File: src/cartridge_bank_controller_top_macros.svh
// ----------------------------------------------------------------------------
// Cartridge bank controller assertion macros
// Concurrent assertion wrappers, clocked on clk_i and disabled in reset.
// ----------------------------------------------------------------------------
`ifndef CARTRIDGE_BANK_CONTROLLER_TOP_MACROS_SVH
`define CARTRIDGE_BANK_CONTROLLER_TOP_MACROS_SVH

`ifndef SYNTHESIS
// Check a property at every clock edge outside reset.
`define CBC_ASSERT(lbl, prop) \
  lbl: assert property (@(posedge clk_i) disable iff (!rst_ni) (prop)) \
    else $error("cartridge bank controller assertion failed");
// Check an implication that starts in one cycle and ends in the next.
`define CBC_ASSERT_NEXT(lbl, pre, post) \
  lbl: assert property (@(posedge clk_i) disable iff (!rst_ni) (pre) |=> (post)) \
    else $error("cartridge bank controller assertion failed");
`else
`define CBC_ASSERT(lbl, prop)
`define CBC_ASSERT_NEXT(lbl, pre, post)
`endif

`endif

File: src/cbc_pkg.sv
// ----------------------------------------------------------------------------
// Cartridge bank controller package
// Widths, register indexes, controller and target codes, result record.
// ----------------------------------------------------------------------------
package cbc_pkg;

  localparam int ROM_BANK_WIDTH = 9;
  localparam int RAM_BANK_WIDTH = 4;
  localparam int ADDR_W         = 16;
  localparam int DATA_W         = 8;
  localparam int PHYS_W         = 23;
  localparam int CFG_IDX_W      = 2;
  localparam int CFG_DATA_W     = 5;
  localparam int CLOCK_REGS     = 5;
  localparam int CLOCK_IDX_W    = 3;

  // Configuration register indexes
  localparam logic [CFG_IDX_W-1:0] CFG_CTRL_TYPE  = 2'd0;
  localparam logic [CFG_IDX_W-1:0] CFG_ROM_BITS   = 2'd1;
  localparam logic [CFG_IDX_W-1:0] CFG_RAM_BANKS  = 2'd2;

  // Controller types; every other code acts as rom only
  localparam logic [2:0] CT_ROM_ONLY = 3'd0;
  localparam logic [2:0] CT_MBC1     = 3'd1;
  localparam logic [2:0] CT_MBC2     = 3'd2;
  localparam logic [2:0] CT_MBC3     = 3'd3;
  localparam logic [2:0] CT_MBC5     = 3'd5;

  // Result targets
  localparam logic [2:0] TGT_NONE    = 3'd0;
  localparam logic [2:0] TGT_ROM     = 3'd1;
  localparam logic [2:0] TGT_RAM     = 3'd2;
  localparam logic [2:0] TGT_RTC     = 3'd3;
  localparam logic [2:0] TGT_NIBBLE  = 3'd4;
  localparam logic [2:0] TGT_NONCART = 3'd5;

  localparam logic [3:0] RAM_EN_KEY  = 4'hA;
  localparam logic [3:0] CLK_SEL_LO  = 4'h8;
  localparam logic [3:0] CLK_SEL_HI  = 4'hC;
  localparam logic [DATA_W-1:0] OPEN_BUS    = 8'hFF;
  localparam logic [DATA_W-1:0] NIBBLE_MASK = 8'hF0;

  typedef struct packed {
    logic [2:0]        target;
    logic [PHYS_W-1:0] phys_addr;
    logic              mem_write;
    logic [DATA_W-1:0] mem_wdata;
    logic [DATA_W-1:0] read_value;
    logic [DATA_W-1:0] or_mask;
  } cbc_result_t;

  // Bank mask from the log2 bank count, saturated to 1..ROM_BANK_WIDTH.
  function automatic logic [ROM_BANK_WIDTH-1:0] rom_mask(input logic [3:0] bits);
    logic [3:0]                sat;
    logic [ROM_BANK_WIDTH-1:0] mask;
    sat = bits;
    if (sat == 4'd0) sat = 4'd1;
    if (sat > 4'(ROM_BANK_WIDTH)) sat = 4'(ROM_BANK_WIDTH);
    for (int i = 0; i < ROM_BANK_WIDTH; i++) begin
      mask[i] = (4'(i) < sat);
    end
    return mask;
  endfunction

endpackage

File: src/cartridge_bank_controller_top.sv
// ----------------------------------------------------------------------------
// Cartridge bank controller
// Maps CPU bus accesses onto cartridge ROM, external RAM and clock registers.
// ----------------------------------------------------------------------------
// Usage:
//  - Input channel (in_valid_i / in_ready_o) carries one bus access item:
//    kind_i (0 read, 1 write), address_i and wdata_i.
//  - Output channel (out_valid_o / out_ready_i) returns exactly one result
//    item per access: target, physical address, write strobe and data,
//    read value for open bus or clock reads, and the read OR mask.
//  - Configuration channel (cfg_valid_i / cfg_ready_o) writes controller
//    type, ROM bank bits and RAM bank count; it is always ready. Write it
//    only while no access is in flight.
//  - The result sits in the output register on the cycle after the access is
//    taken. Throughput is one access per cycle while the receiver does not
//    stall, set by the single mapping stage between the input port and the
//    output register; bank registers update at the same edge, so the next
//    access already sees them.
//  - When the receiver stalls, the output register holds its item and the
//    input is taken only in the cycle that item leaves.
//  - Reset clears the bank registers (ROM bank 1), the clock bytes and the
//    configuration (rom only, one ROM bank bit, no RAM); the output is empty.
// ----------------------------------------------------------------------------
`include "cartridge_bank_controller_top_macros.svh"

module cartridge_bank_controller_top import cbc_pkg::*; (
  input  logic                  clk_i,
  input  logic                  rst_ni,
  // Configuration
  input  logic                  cfg_valid_i,
  output logic                  cfg_ready_o,
  input  logic [CFG_IDX_W-1:0]  cfg_index_i,
  input  logic [CFG_DATA_W-1:0] cfg_data_i,
  // Access input
  input  logic                  in_valid_i,
  output logic                  in_ready_o,
  input  logic                  kind_i,
  input  logic [ADDR_W-1:0]     address_i,
  input  logic [DATA_W-1:0]     wdata_i,
  // Result output
  output logic                  out_valid_o,
  input  logic                  out_ready_i,
  output logic [2:0]            target_o,
  output logic [PHYS_W-1:0]     phys_addr_o,
  output logic                  mem_write_o,
  output logic [DATA_W-1:0]     mem_wdata_o,
  output logic [DATA_W-1:0]     read_value_o,
  output logic [DATA_W-1:0]     or_mask_o
);

  // Configuration registers
  logic [2:0] ctrl_type_q;
  logic [3:0] rom_bits_q;
  logic [4:0] ram_banks_q;

  // Bank controller state
  logic [ROM_BANK_WIDTH-1:0] rom_sel_q, rom_sel_d;
  logic [1:0]                upper_bits_q, upper_bits_d;
  logic [RAM_BANK_WIDTH-1:0] ram_bank_sel_q, ram_bank_sel_d;
  logic                      ram_on_q, ram_on_d;
  logic                      bank_mode_q, bank_mode_d;
  logic [3:0]                clock_sel_q, clock_sel_d;
  logic [DATA_W-1:0]         clock_regs_q [CLOCK_REGS];

  logic                   clk_we;
  logic [CLOCK_IDX_W-1:0] clk_idx;

  logic        out_valid_q;
  cbc_result_t res_q, res_d;
  logic        in_fire;

  assign cfg_ready_o = 1'b1;
  assign in_ready_o  = !out_valid_q || out_ready_i;
  assign in_fire     = in_valid_i && in_ready_o;

  always_comb begin
    logic [ROM_BANK_WIDTH-1:0] mask;
    logic [ROM_BANK_WIDTH-1:0] win_bank;
    logic [RAM_BANK_WIDTH-1:0] ram_bank;
    logic [3:0]                region;
    logic                      en;
    logic                      clk_sel_ok;

    mask       = rom_mask(rom_bits_q);
    region     = address_i[15:12];
    en         = (wdata_i[3:0] == RAM_EN_KEY);
    clk_sel_ok = (clock_sel_q >= CLK_SEL_LO) && (clock_sel_q <= CLK_SEL_HI);
    win_bank   = '0;
    ram_bank   = '0;

    rom_sel_d      = rom_sel_q;
    upper_bits_d   = upper_bits_q;
    ram_bank_sel_d = ram_bank_sel_q;
    ram_on_d       = ram_on_q;
    bank_mode_d    = bank_mode_q;
    clock_sel_d    = clock_sel_q;
    clk_we         = 1'b0;
    clk_idx        = CLOCK_IDX_W'(clock_sel_q - CLK_SEL_LO);

    res_d = '0;

    if (!address_i[15]) begin
      if (kind_i) begin
        // Register write: no memory access, result stays all zero
        case (ctrl_type_q)
          CT_MBC1: begin
            if (region <= 4'd1) begin
              ram_on_d = en;
            end else if (region <= 4'd3) begin
              rom_sel_d = (wdata_i[4:0] == 5'd0) ? ROM_BANK_WIDTH'(1)
                                                  : ROM_BANK_WIDTH'(wdata_i[4:0]);
            end else if (region <= 4'd5) begin
              upper_bits_d = wdata_i[1:0];
            end else begin
              bank_mode_d = wdata_i[0];
            end
          end
          CT_MBC2: begin
            if (region <= 4'd3) begin
              if (!address_i[8]) begin
                ram_on_d = en;
              end else begin
                rom_sel_d = (wdata_i[3:0] == 4'd0) ? ROM_BANK_WIDTH'(1)
                                                    : ROM_BANK_WIDTH'(wdata_i[3:0]);
              end
            end
          end
          CT_MBC3: begin
            if (region <= 4'd1) begin
              ram_on_d = en;
            end else if (region <= 4'd3) begin
              rom_sel_d = (wdata_i[6:0] == 7'd0) ? ROM_BANK_WIDTH'(1)
                                                  : ROM_BANK_WIDTH'(wdata_i[6:0]);
            end else if (region <= 4'd5) begin
              if (wdata_i <= 8'd3) begin
                if (ram_banks_q >= 5'd4) ram_bank_sel_d = RAM_BANK_WIDTH'(wdata_i[1:0]);
                clock_sel_d = 4'd0;
              end else if (wdata_i >= 8'(CLK_SEL_LO) && wdata_i <= 8'(CLK_SEL_HI)) begin
                clock_sel_d = wdata_i[3:0];
              end
            end
          end
          CT_MBC5: begin
            if (region <= 4'd1) begin
              ram_on_d = en;
            end else if (region == 4'd2) begin
              rom_sel_d = {rom_sel_q[8], wdata_i};
            end else if (region == 4'd3) begin
              upper_bits_d = {1'b0, wdata_i[0]};
              rom_sel_d    = {wdata_i[0], rom_sel_q[7:0]};
            end else if (region <= 4'd5) begin
              if (ram_banks_q >= {1'b0, wdata_i[3:0]}) begin
                ram_bank_sel_d = RAM_BANK_WIDTH'(wdata_i[3:0]);
              end
            end
          end
          default: begin
            // rom only: drop register writes
          end
        endcase
      end else begin
        if (!address_i[14]) begin
          win_bank = (ctrl_type_q == CT_MBC1 && bank_mode_q)
                   ? (ROM_BANK_WIDTH'({upper_bits_q, 5'd0}) & mask) : '0;
        end else if (ctrl_type_q == CT_MBC1) begin
          win_bank = ROM_BANK_WIDTH'({upper_bits_q, rom_sel_q[4:0]}) & mask;
        end else if (ctrl_type_q == CT_MBC2 || ctrl_type_q == CT_MBC3 ||
                     ctrl_type_q == CT_MBC5) begin
          win_bank = rom_sel_q & mask;
        end else begin
          win_bank = ROM_BANK_WIDTH'(1) & mask;
        end
        res_d.target    = TGT_ROM;
        res_d.phys_addr = PHYS_W'({win_bank, address_i[13:0]});
      end
    end else if (address_i[15:13] == 3'b101) begin
      if (!ram_on_q) begin
        res_d.read_value = kind_i ? '0 : OPEN_BUS;
      end else if (ctrl_type_q == CT_MBC2) begin
        res_d.target    = TGT_NIBBLE;
        res_d.phys_addr = PHYS_W'(address_i[8:0]);
        if (kind_i) begin
          res_d.mem_write = 1'b1;
          res_d.mem_wdata = {4'd0, wdata_i[3:0]};
        end else begin
          res_d.or_mask = NIBBLE_MASK;
        end
      end else if (ctrl_type_q == CT_MBC3 && clk_sel_ok) begin
        res_d.target = TGT_RTC;
        if (kind_i) clk_we = 1'b1;
        else        res_d.read_value = clock_regs_q[clk_idx];
      end else begin
        ram_bank = (ctrl_type_q == CT_MBC1)
                 ? (bank_mode_q ? RAM_BANK_WIDTH'(upper_bits_q) : '0)
                 : ram_bank_sel_q;
        if (5'(ram_bank) >= ram_banks_q) begin
          res_d.read_value = kind_i ? '0 : OPEN_BUS;
        end else begin
          res_d.target    = TGT_RAM;
          res_d.phys_addr = PHYS_W'({ram_bank, address_i[12:0]});
          if (kind_i) begin
            res_d.mem_write = 1'b1;
            res_d.mem_wdata = wdata_i;
          end
        end
      end
    end else begin
      // Not a cartridge address: pass it through
      res_d.target    = TGT_NONCART;
      res_d.phys_addr = PHYS_W'(address_i);
      if (kind_i) begin
        res_d.mem_write = 1'b1;
        res_d.mem_wdata = wdata_i;
      end
    end
  end

  // Configuration and bank state
  always_ff @(posedge clk_i or negedge rst_ni) begin
    if (!rst_ni) begin
      ctrl_type_q    <= CT_ROM_ONLY;
      rom_bits_q     <= 4'd1;
      ram_banks_q    <= 5'd0;
      rom_sel_q      <= ROM_BANK_WIDTH'(1);
      upper_bits_q   <= '0;
      ram_bank_sel_q <= '0;
      ram_on_q       <= 1'b0;
      bank_mode_q    <= 1'b0;
      clock_sel_q    <= '0;
      for (int i = 0; i < CLOCK_REGS; i++) clock_regs_q[i] <= '0;
    end else begin
      if (cfg_valid_i) begin
        case (cfg_index_i)
          CFG_CTRL_TYPE: ctrl_type_q <= cfg_data_i[2:0];
          CFG_ROM_BITS:  rom_bits_q  <= cfg_data_i[3:0];
          CFG_RAM_BANKS: ram_banks_q <= cfg_data_i;
          default: begin
            // unknown index: ignore
          end
        endcase
      end
      if (in_fire) begin
        rom_sel_q      <= rom_sel_d;
        upper_bits_q   <= upper_bits_d;
        ram_bank_sel_q <= ram_bank_sel_d;
        ram_on_q       <= ram_on_d;
        bank_mode_q    <= bank_mode_d;
        clock_sel_q    <= clock_sel_d;
        if (clk_we) clock_regs_q[clk_idx] <= wdata_i;
      end
    end
  end

  // Output register: advance on accept, hold while the receiver stalls
  always_ff @(posedge clk_i or negedge rst_ni) begin
    if (!rst_ni) begin
      out_valid_q <= 1'b0;
    end else if (in_ready_o) begin
      out_valid_q <= in_valid_i;
    end
  end

  always_ff @(posedge clk_i) begin
    if (in_fire) res_q <= res_d;
  end

  assign out_valid_o  = out_valid_q;
  assign target_o     = res_q.target;
  assign phys_addr_o  = res_q.phys_addr;
  assign mem_write_o  = res_q.mem_write;
  assign mem_wdata_o  = res_q.mem_wdata;
  assign read_value_o = res_q.read_value;
  assign or_mask_o    = res_q.or_mask;

  `CBC_ASSERT(a_clock_sel_legal,
              clock_sel_q == 4'd0 || (clock_sel_q >= CLK_SEL_LO && clock_sel_q <= CLK_SEL_HI))
  `CBC_ASSERT(a_write_target,
              !out_valid_q || !res_q.mem_write || res_q.target == TGT_RAM ||
              res_q.target == TGT_NIBBLE || res_q.target == TGT_NONCART)
  `CBC_ASSERT(a_or_mask_nibble,
              !out_valid_q || res_q.or_mask == '0 || res_q.target == TGT_NIBBLE)
  `CBC_ASSERT_NEXT(a_result_kept, out_valid_q && !out_ready_i, out_valid_q)

endmodule

File: config.mk
export PLATFORM = sky130hd
export DESIGN_NAME = cartridge_bank_controller_top
export DESIGN_NICKNAME = d
export VERILOG_FILES = /design/src/cbc_pkg.sv /design/src/cartridge_bank_controller_top.sv
export VERILOG_INCLUDE_DIRS = /design/src /design/src/src
export SDC_FILE = /design/constraint.sdc
export NUM_CORES = 1
export LEC_CHECK = 0
export ABC_AREA = 1
export BUFFER_PORTS_ARGS = -buffer_cell sky130_fd_sc_hd__buf_2
export CORE_MARGIN = 1.5
export CORE_UTILIZATION = 59
export CTS_BUF_LIST = sky130_fd_sc_hd__clkbuf_8
export DETAILED_ROUTE_END_ITERATION = 10
export PLACE_DENSITY = 0.8
export SLEW_MARGIN = 30
export SYNTH_ARGS = -nofsm -noshare
export SYNTH_HDL_FRONTEND = slang
export SYNTH_SLANG_ARGS = --single-unit
File: constraint.sdc
create_clock -name clk_i -period 6 [get_ports clk_i]
set_input_delay 1.2 -clock clk_i [delete_from_list [all_inputs] [get_ports clk_i]]
set_output_delay 1.2 -clock clk_i [all_outputs]
set_load 0.01 [all_outputs]
==> results of run 1 <==
[cells by family (layout without fill, tap and decap cells)]
group	after synthesis	after routing	share of synthesized area
simple gates	371	371	0.269
flops	118	118	0.541
compound gates	108	108	0.0987
buf+inv	102	199	0.0729
fa+ha+maj	8	8	0.0171
other cells	2	5	0.00128
[layer usage]
layer / vias up / part of all wire / GRT usage / wire length (um)
met3: 30 / 0.086 / 0.0786 / 1260
met5: - / 0 / 0 / 0
met4: 0 / 0.019 / 0.108 / 274
met2: 237 / 0.46 / 0.461 / 6720
li1: 2465 / - / - / -
met1: 2387 / 0.44 / 0.400 / 6380
[cells in the mapped netlist (all sizes together)]
master   instances
a21boi           3
dfstp            2
ha               8
or2              1
o31ai            1
edfxtp          44
o2111ai          1
nand2          229
clkinv           3
a21oi           20
a211oi           2
o21ai           72
inv             77
o21bai           1
dfrtp           72
o311ai           1
buf             18
a22oi            1
a31oi            3
nand3           29
nor2            88
nand4           10
o211ai           3
nor3            13
nand3b           1
conb             2
clkbuf           4
[final timing paths]
path / endpoint / depth (start not counted) / startpoint
max in group asynchronous: rom_sel_q[4] / 2 / rst_ni
worst max register to register: phys_addr_o[9] / 17 / ctrl_type_q[0]
min in group asynchronous: clock_regs_q[36] / 2 / rst_ni
worst max-delay path: phys_addr_o[9] / 17 / ctrl_type_q[0]
worst min register to register: rom_sel_q[0] / 2 / rom_sel_q[0]
worst min-delay path: rom_sel_q[0] / 2 / rom_sel_q[0]
[flip-flops by register name, summed over array words and instances (netlist names), 2 cells and up]
signal / flops
upper_bits_q: 2
clock_regs_q: 40
target_o: 3
ctrl_type_q: 3
mem_wdata_o: 8
rom_bits_q: 4
read_value_o: 8
ram_banks_q: 5
clock_sel_q: 4
phys_addr_o: 23
ram_bank_sel_q: 4
rom_sel_q: 9
[stage by stage]
stage,cells,setup WS (ps),power [mW],util,area (um^2)
after global placement,910,2900,1.21,0.655,6370
after CTS,942,2910,2.03,0.701,6820
final,942,2840,2.03,0.702,6830
after detailed placement,910,2740,1.22,0.655,6370
after floorplan,712,967,1.12,-,5880
after global routing,942,2500,2.11,0.702,6830
[power by group]
part           leakage [nW]  internal [mW]  total [mW]  switching, mW
registers              1.43          0.903       0.947         0.0442
logic                  1.67         0.0819       0.263          0.182
clock network         0.237          0.503       0.819          0.316
[area by class of cell]
| class | count | area, um^2 | area share |
|---|---|---|---|
| multi-input cells | 492 | 2290 | 0.335 |
| clock buffers | 22 | 303 | 0.0444 |
| clock inverters | 10 | 150 | 0.0220 |
| repair buffers | 87 | 444 | 0.0651 |
| well taps | 133 | 166 | 0.0244 |
| flip-flops and latches | 118 | 3180 | 0.465 |
| inverters | 80 | 300 | 0.0440 |
[worst register-to-register path, stage by stage, from the launching register on]
cell      delay (ps)
dfrtp_1          450
inv_1             80
nor2_1           290
nand2_2          230
nor2_1           170
nand2_1          110
nand2_1           70
inv_1             70
ha_1             270
inv_1             50
nand2_1           50
nand2_1           50
nor2_1            40
nor2_1           380
nand3_1          230
nand2_1          150
nand2_1          130
a21boi_0         200
==> results.md, run 1 <==
* Detailed Route Iter0 Violations at 334
* Period utilization at 0.527
* Routability Congestion at 0.942
* Vias at 5119
* Total gr overflow at 0
* Most frequent cells in the layout: nand2_1, buf_2, nor2_1, inv_1, dfrtp_1
* Crit path top cell by count: nand2_1
* Final wirelength at 14600 um
* Commonest non-fill, non-tap cell in the layout: nand2_1
* CTS clk-pin slew, worst paths at 70 ps
* Reg2Reg Setup Slack at 2840 ps
* Final setup vio count at 0
* Vias in the first global route at 4606
* Port buffer count at 85
* CP endpoint kind: register
* RSZ-0062 raised after global routing: false
* Residual DRC at 0
* Via density at 5.43
* Syn_area_per_cell at 8.28 um^2
* Final slew viol count at 0
* Worst Path Required at 6280 ps
* Antenna Nets Post-Route at 0
* Min Hold Slack at 476 ps
* Post CTS Setup Buffer Count at 0
* Total track usage at 0.295
* Largest net degree at the start of global routing at 75
* HP Class: register to register
* CP Launch Type: register
* First-pass GRT wire length at 22800 um
* Synth cell types at 36
* P per Cell Area at 297 mW/mm^2
* CTS Buf Count at 17
* Max-Cap Viols at 0
* Mapped Cells at 709
* Post-synthesis sequential area ratio at 0.541
* Setup Skew at 13.1 ps
* Post-synth top area share at 0.307
* Slowest cell on crit path: dfrtp_1
* H-Tree Depth at 4
* Share of cells above drive strength 1 at 0.172
* Synth Warn # at 0
* CP Max Fanout at 10
* Drt wl/cell at 15.5 um
* IO Pins at 91
* Post-synthesis register bit count at 118
* Row cnt at 36
* Crit-path cells: inv_1, nor2_1, nand2_2, nor2_1, nand2_1, nand2_1, inv_1, ha_1, inv_1, nand2_1, nand2_1, nor2_1, nor2_1, nand3_1, nand2_1, nand2_1, a21boi_0
* CTS sink cnt at 118
* Fin nets at 841
* Worst-Margin Slew at 793 ps
* Initial Utilization at 0.603
* Die area at 0.0106 mm^2
* Crit path max-delay family: simple AND/OR/NAND/NOR gates
* Fill count at 805
* Layout overhead on the synthesized area at 16.3%
* Worst-skew pair later-pin latency at 450 ps
* Setup Crit Path Kind: register to register
* Min Tclk post-route at 3160 ps
* Die Wd at 103 um
* CTS tree: done
* Count of final hold-check violations at 0
* VDD IR max at 0.000214 V
* Pleak at 3.34 nW
* Rel. slew slack at 0.469
* Run status: complete, no violations
* Area leader, netlist: dfrtp_1
* Post-synthesis cell area at 0.00587 mm^2
* Die Y at 103 um
* Crit path buffers/inverters at 3
* Number of hold buffers added after CTS at 0
* Critical Path AT at 3440 ps
* Core Region at 0.00973 mm^2
* Fmax at 316 MHz
* Worst path max stage delay at 450 ps
* Setup TNS at 0 ps
* DP HPWL at 10400 um
* Synth top area cells: dfrtp_1, edfxtp_1, nand2_1, nor2_1, inv_1
* Antenna violations before repair at 0
* Maximum clock insertion buffer count at 2
* Antenna Cells at 0
* CTS Root Cell: clkbuf_8
* Resize count post-CTS at 0
* Router iterations before antenna repair at 7
No activity file was read; power rests on OpenSTA's default activity.
==> run 2: changes to the inputs <==
Settings changed: CORE_UTILIZATION 59 to 53, PLACE_DENSITY 0.8 to 0.76.
Clock period 6 ns to 2.7 ns, I/O delays scaled along.
==> results.md, run 2 (synthesis gave the netlist of run 1 again) <==
* Run status: complete, no violations
* Min Tclk post-route at 2530 ps (-636 ps)
* Antenna Cells at 0 (unchanged)
* Die area at 0.0117 mm^2 (+11%)
* Setup TNS at 0 ps (unchanged)
* H-Tree Depth at 4 (unchanged)
* Rel. slew slack at 0.529 (+0.0601)
* Setup Crit Path Kind: register to register
* Max reg flops at 40 (unchanged)
* Die Wd at 108 um (+5.3%)
* HP Class: input port to asynchronous set/reset pin
* Via density at 5.28 (-2.9%)
* Crit path top cell by count: inv_1
* Share of cells above drive strength 1 at 0.186 (+0.0143)
* Count of final hold-check violations at 0 (unchanged)
* Worst Path Required at 2900 ps (-3380 ps)
* Core Region at 0.0108 mm^2 (+11%)
* Initial Utilization at 0.541 (-0.0618)
* Post-place setup slack at -34.1 ps (-2770 ps)
* Reg2Reg Setup Slack at 170 ps (-2660 ps)
* Residual DRC at 0 (unchanged)
* Port buffer count at 85 (unchanged)
* Antenna violations before repair at 0 (unchanged)
* CTS clk-pin slew, worst paths at 70 ps (about the same)
* Fin area at 0.00689 mm^2 (+0.90%)
* Die Y at 108 um (+5.3%)
* Total track usage at 0.273 (-0.0225)
* Row cnt at 38 (+5.6%)
* CTS Root Cell: clkbuf_8
* Maximum clock insertion buffer count at 2 (unchanged)
* Post CTS Setup Buffer Count at 0 (unchanged)
* Period utilization at 0.935 (+0.408)
* Vias at 5076 (-0.84%)
* CP endpoint kind: register
* First-pass GRT wire length at 23700 um (+3.9%)
* Fin nets at 854 (+1.5%)
* Crit-path cells: inv_1, nor2_4, nand2_2, inv_1, or2_2, nand2_1, inv_1, ha_1, nand3_1, nor2_1, nor2_4, nand4_1, nand3_2, clkinvlp_4, nor2_1
* CP Launch Type: register
* Total design power at 4.29 mW (+110%)
* Largest net degree at the start of global routing at 45 (-40%)
* Largest Register: clock_regs_q
* Vias in the first global route at 4642 (+0.78%)
* Total gr overflow at 0 (unchanged)
* P per Cell Area at 623 mW/mm^2 (+110%)
* Placement Cell Area at 0.00647 mm^2 (+1.6%)
* DP HPWL at 11400 um (+9.4%)
* IO Pins at 91 (unchanged)
* Min Hold Slack at 76.9 ps (-399 ps)
* CTS sink cnt at 118 (unchanged)
* R2r startpoint: ctrl_type_q[0]
* Detailed Route Iter0 Violations at 498 (+49%)
* Commonest non-fill, non-tap cell in the layout: nand2_1
* Routability Congestion at 0.921 (-2.2%)
* Drt wl/cell at 15.8 um (+1.4%)
* Fmax at 396 MHz (+25%)
* CP Max Fanout at 6 (-4)
* Worst reg2reg path endpoint: phys_addr_o[4]
* Antenna Nets Post-Route at 0 (unchanged)
* Layout overhead on the synthesized area at 17.4%
* Slowest cell on crit path: dfrtp_1
* Max-Cap Viols at 0 (unchanged)
* Pleak at 3.37 nW (+0.94%)
* Critical Path AT at 2720 ps (-720 ps)
* Router iterations before antenna repair at 8 (+1)
* Worst-Margin Slew at 703 ps (-89.8 ps)
* Final wirelength at 15200 um (+3.5%)
* Worst-skew pair later-pin latency at 440 ps (about the same)
* VDD IR max at 0.000409 V (+91%)
* CTS tree: done
* Most frequent cells in the layout: nand2_1, buf_2, inv_1, nor2_1, dfrtp_1
* Worst reg2reg path depth at 15 (-2)
* Setup ws final at 175 ps (-2660 ps)
* Final slew viol count at 0 (unchanged)
* Setup Skew at 9.61 ps (-3.51 ps)
* Worst path max stage delay at 380 ps (-70 ps)
* Final setup vio count at 0 (unchanged)
* CTS Buf Count at 17 (unchanged)
==> run 2: changes by cell type in the layout (fill, tap and decap cells not counted), sizes merged <==
cell / change
inv: +2
bufinv: -1
buf: +12
clkinvlp: +2
clkinv: +3
clkbuf: -5
==> run 2: worst max path at each step <==
stage                                   end            from
after floorplan           ram_bank_sel_q[2]     out_ready_i
after global placement       phys_addr_o[3]  ctrl_type_q[1]
after CTS                    phys_addr_o[7]  ctrl_type_q[1]
final                        phys_addr_o[4]  ctrl_type_q[0]
after global routing         phys_addr_o[5]  ctrl_type_q[0]
after detailed placement     phys_addr_o[7]  ctrl_type_q[1]
==> run 2: report_power, final <==
part | switching (mW) | internal (mW) | total [mW]
Sequential | 0.106 | 2.01 | 2.11
Clock | 0.676 | 0.883 | 1.56
Combinational | 0.415 | 0.203 | 0.618
Total | 1.20 | 3.09 | 4.29
==> run 2: routing by layer <==
layer  vias up  track usage  routed length [um]
met4         0       0.0902                 223
met1      2387        0.390                6990
met3        13       0.0561                1090
li1       2491            -                   -
met5         -            0                   0
met2       185        0.416                6860
==> run 2: cell type report <==
class | instances | area, um^2
repair inverters | 1 | 7.51
well taps | 140 | 175
repair buffers | 99 | 531
clock inverters | 15 | 148
flip-flops and latches | 118 | 3180
fillers | 923 | 3950
inverters | 80 | 304
multi-input cells | 492 | 2310
clock buffers | 17 | 234
==> run 2: timing repair <==
action / 4_1_cts / 5_1_grt
setup endpoints to repair: 11 / 33
hold buffers: 0 / 0
gates cloned: 0 / 1
pin swaps: 0 / 1
endpoints found under the hold margin: 0 / 0
resized for setup: 1 / 9
==> run 2: critical path: cells and delay by family (launching register included) <==
kind,cells,cell delay [ps]
AND/OR/NAND/NOR,10,1210
flip-flops,1,380
buffers and inverters,4,430
adder cells (fa/ha/maj),1,260
==> run 2: metrics by stage <==
stage                     std cells  utilization
after CTS                       961        0.632
after global routing            962        0.635
after detailed placement        929        0.597
final                           962        0.635
after global placement          929        0.597
after floorplan                 712            -
==> run 3: changes to the inputs <==
Settings changed: ABC_AREA 1 to default.
==> results.md, run 3 <==
* Largest Register: clock_regs_q
* Setup Crit Path Kind: register to register
* Syn_area_per_cell at 11.9 um^2 (+44%)
* Final slew viol count at 0 (unchanged)
* Min Tclk post-route at 2660 ps (+137 ps)
* Flop pwr share at 0.454 (-0.039)
* Busiest grt layer: met2
* Max-Cap Viols at 0 (unchanged)
* Worst-skew pair later-pin latency at 450 ps (about the same)
* GR Util met1 at 0.330 (-0.0600)
* Synth cell types at 62 (+72%)
* Max reg flops at 40 (unchanged)
* Via density at 6.04 (+14%)
* Die Y at 108 um (-0.30%)
* Mapped Cells at 489 (-31%)
* CP Launch Type: register
* Grt met3 use at 0.0696 (+0.0136)
* HP Class: input port to register
* Run status: complete, no violations
* Drt wl/cell at 19.8 um (+26%)
* Die area at 0.0116 mm^2 (-0.61%)
* Synth top area cells: dfrtp_1, edfxtp_1, mux2_2, nor2b_1, o21ai_0
* Row cnt at 38 (unchanged)
* Critical Path AT at 2880 ps (+160 ps)
* VDD IR max at 0.000352 V (-14%)
* H-Tree Depth at 4 (unchanged)
* Area leader, netlist: dfrtp_1
* CP Max Fanout at 12 (+6)
* Total gr overflow at 0 (unchanged)
* Initial Utilization at 0.540 (-0.000977)
* Final wirelength at 14600 um (-3.6%)
* CTS Root Cell: clkbuf_8
* Post-synthesis cell area at 0.00583 mm^2 (-0.62%)
* Async S/R FF share, synth at 0.627 (unchanged)
* Post-synth top area share at 0.309 (+0.00191)
* GR Util met2 at 0.433 (+0.0163)
* Synth Warn # at 0 (unchanged)
* Worst-Margin Slew at 624 ps (-78.9 ps)
* Count of final hold-check violations at 0 (unchanged)
* Sw frac at 0.248 (-0.0306)
* CTS sink cnt at 118 (unchanged)
* Final setup vio count at 0 (unchanged)
* Routability Congestion at 0.906 (-1.6%)
* Vias in the first global route at 4350 (-6.3%)
* Router iterations before antenna repair at 6 (-2)
* Clk pwr share at 0.402 (+0.039)
* Net switching power at 1.15 mW (-3.8%)
* DP HPWL at 9840 um (-13%)
* CTS Buf Count at 17 (unchanged)
* Setup TNS at 0 ps (unchanged)
* Commonest non-fill, non-tap cell in the layout: buf_2
* Most used standard cell by instance count after synthesis: dfrtp_1
* Min Hold Slack at 325 ps (+248 ps)
* Port buffer count at 85 (unchanged)
* CTS tree: done
* Fin nets at 630 (-26%)
* Detailed Route Iter0 Violations at 443 (-11%)
* Vias at 4457 (-12%)
* Rel. slew slack at 0.579 (+0.0491)
* Post-synth EDFFs at 44 (unchanged)
* Period utilization at 0.986 (+0.0506)
* Top_reg_cell synth: dfrtp_1
* Fmax at 376 MHz (-5.1%)
* Die Wd at 108 um (-0.30%)
* Total track usage at 0.262 (-0.0102)
* Post-synthesis register bit count at 118 (unchanged)
* P per Cell Area at 659 mW/mm^2 (+5.8%)
* Core Region at 0.0108 mm^2 (-0.44%)
* IO Pins at 91 (unchanged)
* P_int at 3.49 mW (+13%)
* Share of cells above drive strength 1 at 0.386 (+0.200)
* Maximum clock insertion buffer count at 2 (unchanged)
* Antenna Nets Post-Route at 0 (unchanged)
* CP endpoint kind: register
* Antenna violations before repair at 0 (unchanged)
* Comb power frac at 0.144 (about the same)
* First-pass GRT wire length at 22700 um (-4.2%)
* Layout overhead on the synthesized area at 20.6%
* Worst Path Required at 2920 ps (+20 ps)
* Post-synthesis sequential area ratio at 0.545 (+0.00337)
* CTS clk-pin slew, worst paths at 70 ps (about the same)
* Post-synth top cells: dfrtp_1, mux2_2, edfxtp_1
* Pleak at 3.18 nW (-5.8%)
* Residual DRC at 0 (unchanged)
* Most frequent cells in the layout: buf_2, dfrtp_1, mux2_2, edfxtp_1, nand2_1
* Setup Skew at 5.31 ps (-4.30 ps)
* Largest net degree at the start of global routing at 42 (-6.7%)
* Antenna Cells at 0 (unchanged)
[run 3: changes by cell type in the layout (fill, tap and decap cells not counted), sizes merged, moves of 9 or more]
cell	before	now
nand3	29	11
buf	99	110
nand2b	0	14
o21ai	72	23
nand2	229	25
o21a	0	10
nor2	88	16
and3	0	13
inv	81	13
and2	0	9
a22oi	1	12
nor2b	0	20
mux2	0	68
[run 3: worst paths after layout]
kind | from | to | slack [ps] | cells past startpoint
worst max-delay path | ctrl_type_q[0] | phys_addr_o[14] | 40 | 11
max in group asynchronous | rst_ni | rom_bits_q[0] | 1570 | 3
worst min-delay path | cfg_data_i[4] | ram_banks_q[4] | 320 | 2
worst min register to register | rom_sel_q[0] | rom_sel_q[0] | 480 | 2
worst max register to register | ctrl_type_q[0] | phys_addr_o[14] | 40 | 11
min in group asynchronous | rst_ni | rom_sel_q[7] | 490 | 2
[run 3: through the flow]
stage / setup slack, ps / util / std cells / power, mW / instance area, um^2
after detailed placement: -56.6 / 0.601 / 701 / 2.75 / 6490
after floorplan: 19.7 / - / 492 / 2.51 / 5910
after global placement: 95.3 / 0.601 / 701 / 2.71 / 6490
after global routing: -28.1 / 0.652 / 738 / 4.81 / 7030
after CTS: 52.7 / 0.648 / 736 / 4.62 / 6990
final: 38.4 / 0.652 / 738 / 4.64 / 7030
[run 3: cell families (layout without fill, tap and decap cells)]
| logic type | Yosys count | in the layout | synth area share |
|---|---|---|---|
| other cells | 2 | 5 | 0.00129 |
| fa+ha+maj | 8 | 8 | 0.0172 |
| compound gates | 100 | 100 | 0.116 |
| mux | 72 | 72 | 0.138 |
| simple gates | 140 | 140 | 0.141 |
| xor+xnor | 2 | 2 | 0.00300 |
| buf+inv | 47 | 153 | 0.0382 |
| flops | 118 | 118 | 0.545 |
[run 3: what timing repair did]
item | in CTS | in global routing
setup buffers | 2 | 2
hold endpoints to repair | 6 | 0
setup endpoints to repair | 20 | 28
hold buffers | 1 | 0
gates resized for setup | 3 | 8
pin swaps | 1 | 3
[run 3: area by class of cell]
type,count,area (um^2)
fill,824,3760
clock inverter,14,214
sequential,118,3180
clock buffer,18,248
tap,140,175
timing repair buffer,111,656
multi-input combinational,327,2530
inverter,10,37.5
[run 3: routing by layer]
layer,part of all wire,up-vias
met3,0.084,44
met2,0.48,266
li1,-,1980
met4,0.031,0
met5,0,-
met1,0.41,2167
[run 3: power groups by stage]
stage	logic, mW	registers [mW]	clock network, mW
after floorplan	0.396	2.11	0
after global placement	0.594	2.12	0
after detailed placement	0.622	2.13	0
after CTS	0.639	2.10	1.88
after global routing	0.728	2.12	1.97
final	0.667	2.11	1.86
[run 3: worst max-delay path: stages, from the launching register on]
cell,delay (ps)
dfrtp_1,390
buf_6,150
nand2b_1,120
nor2_2,60
and3_4,190
a21oi_2,160
ha_1,260
nand2b_1,180
a31oi_4,230
o211ai_1,180
buf_4,190
o21ai_0,320
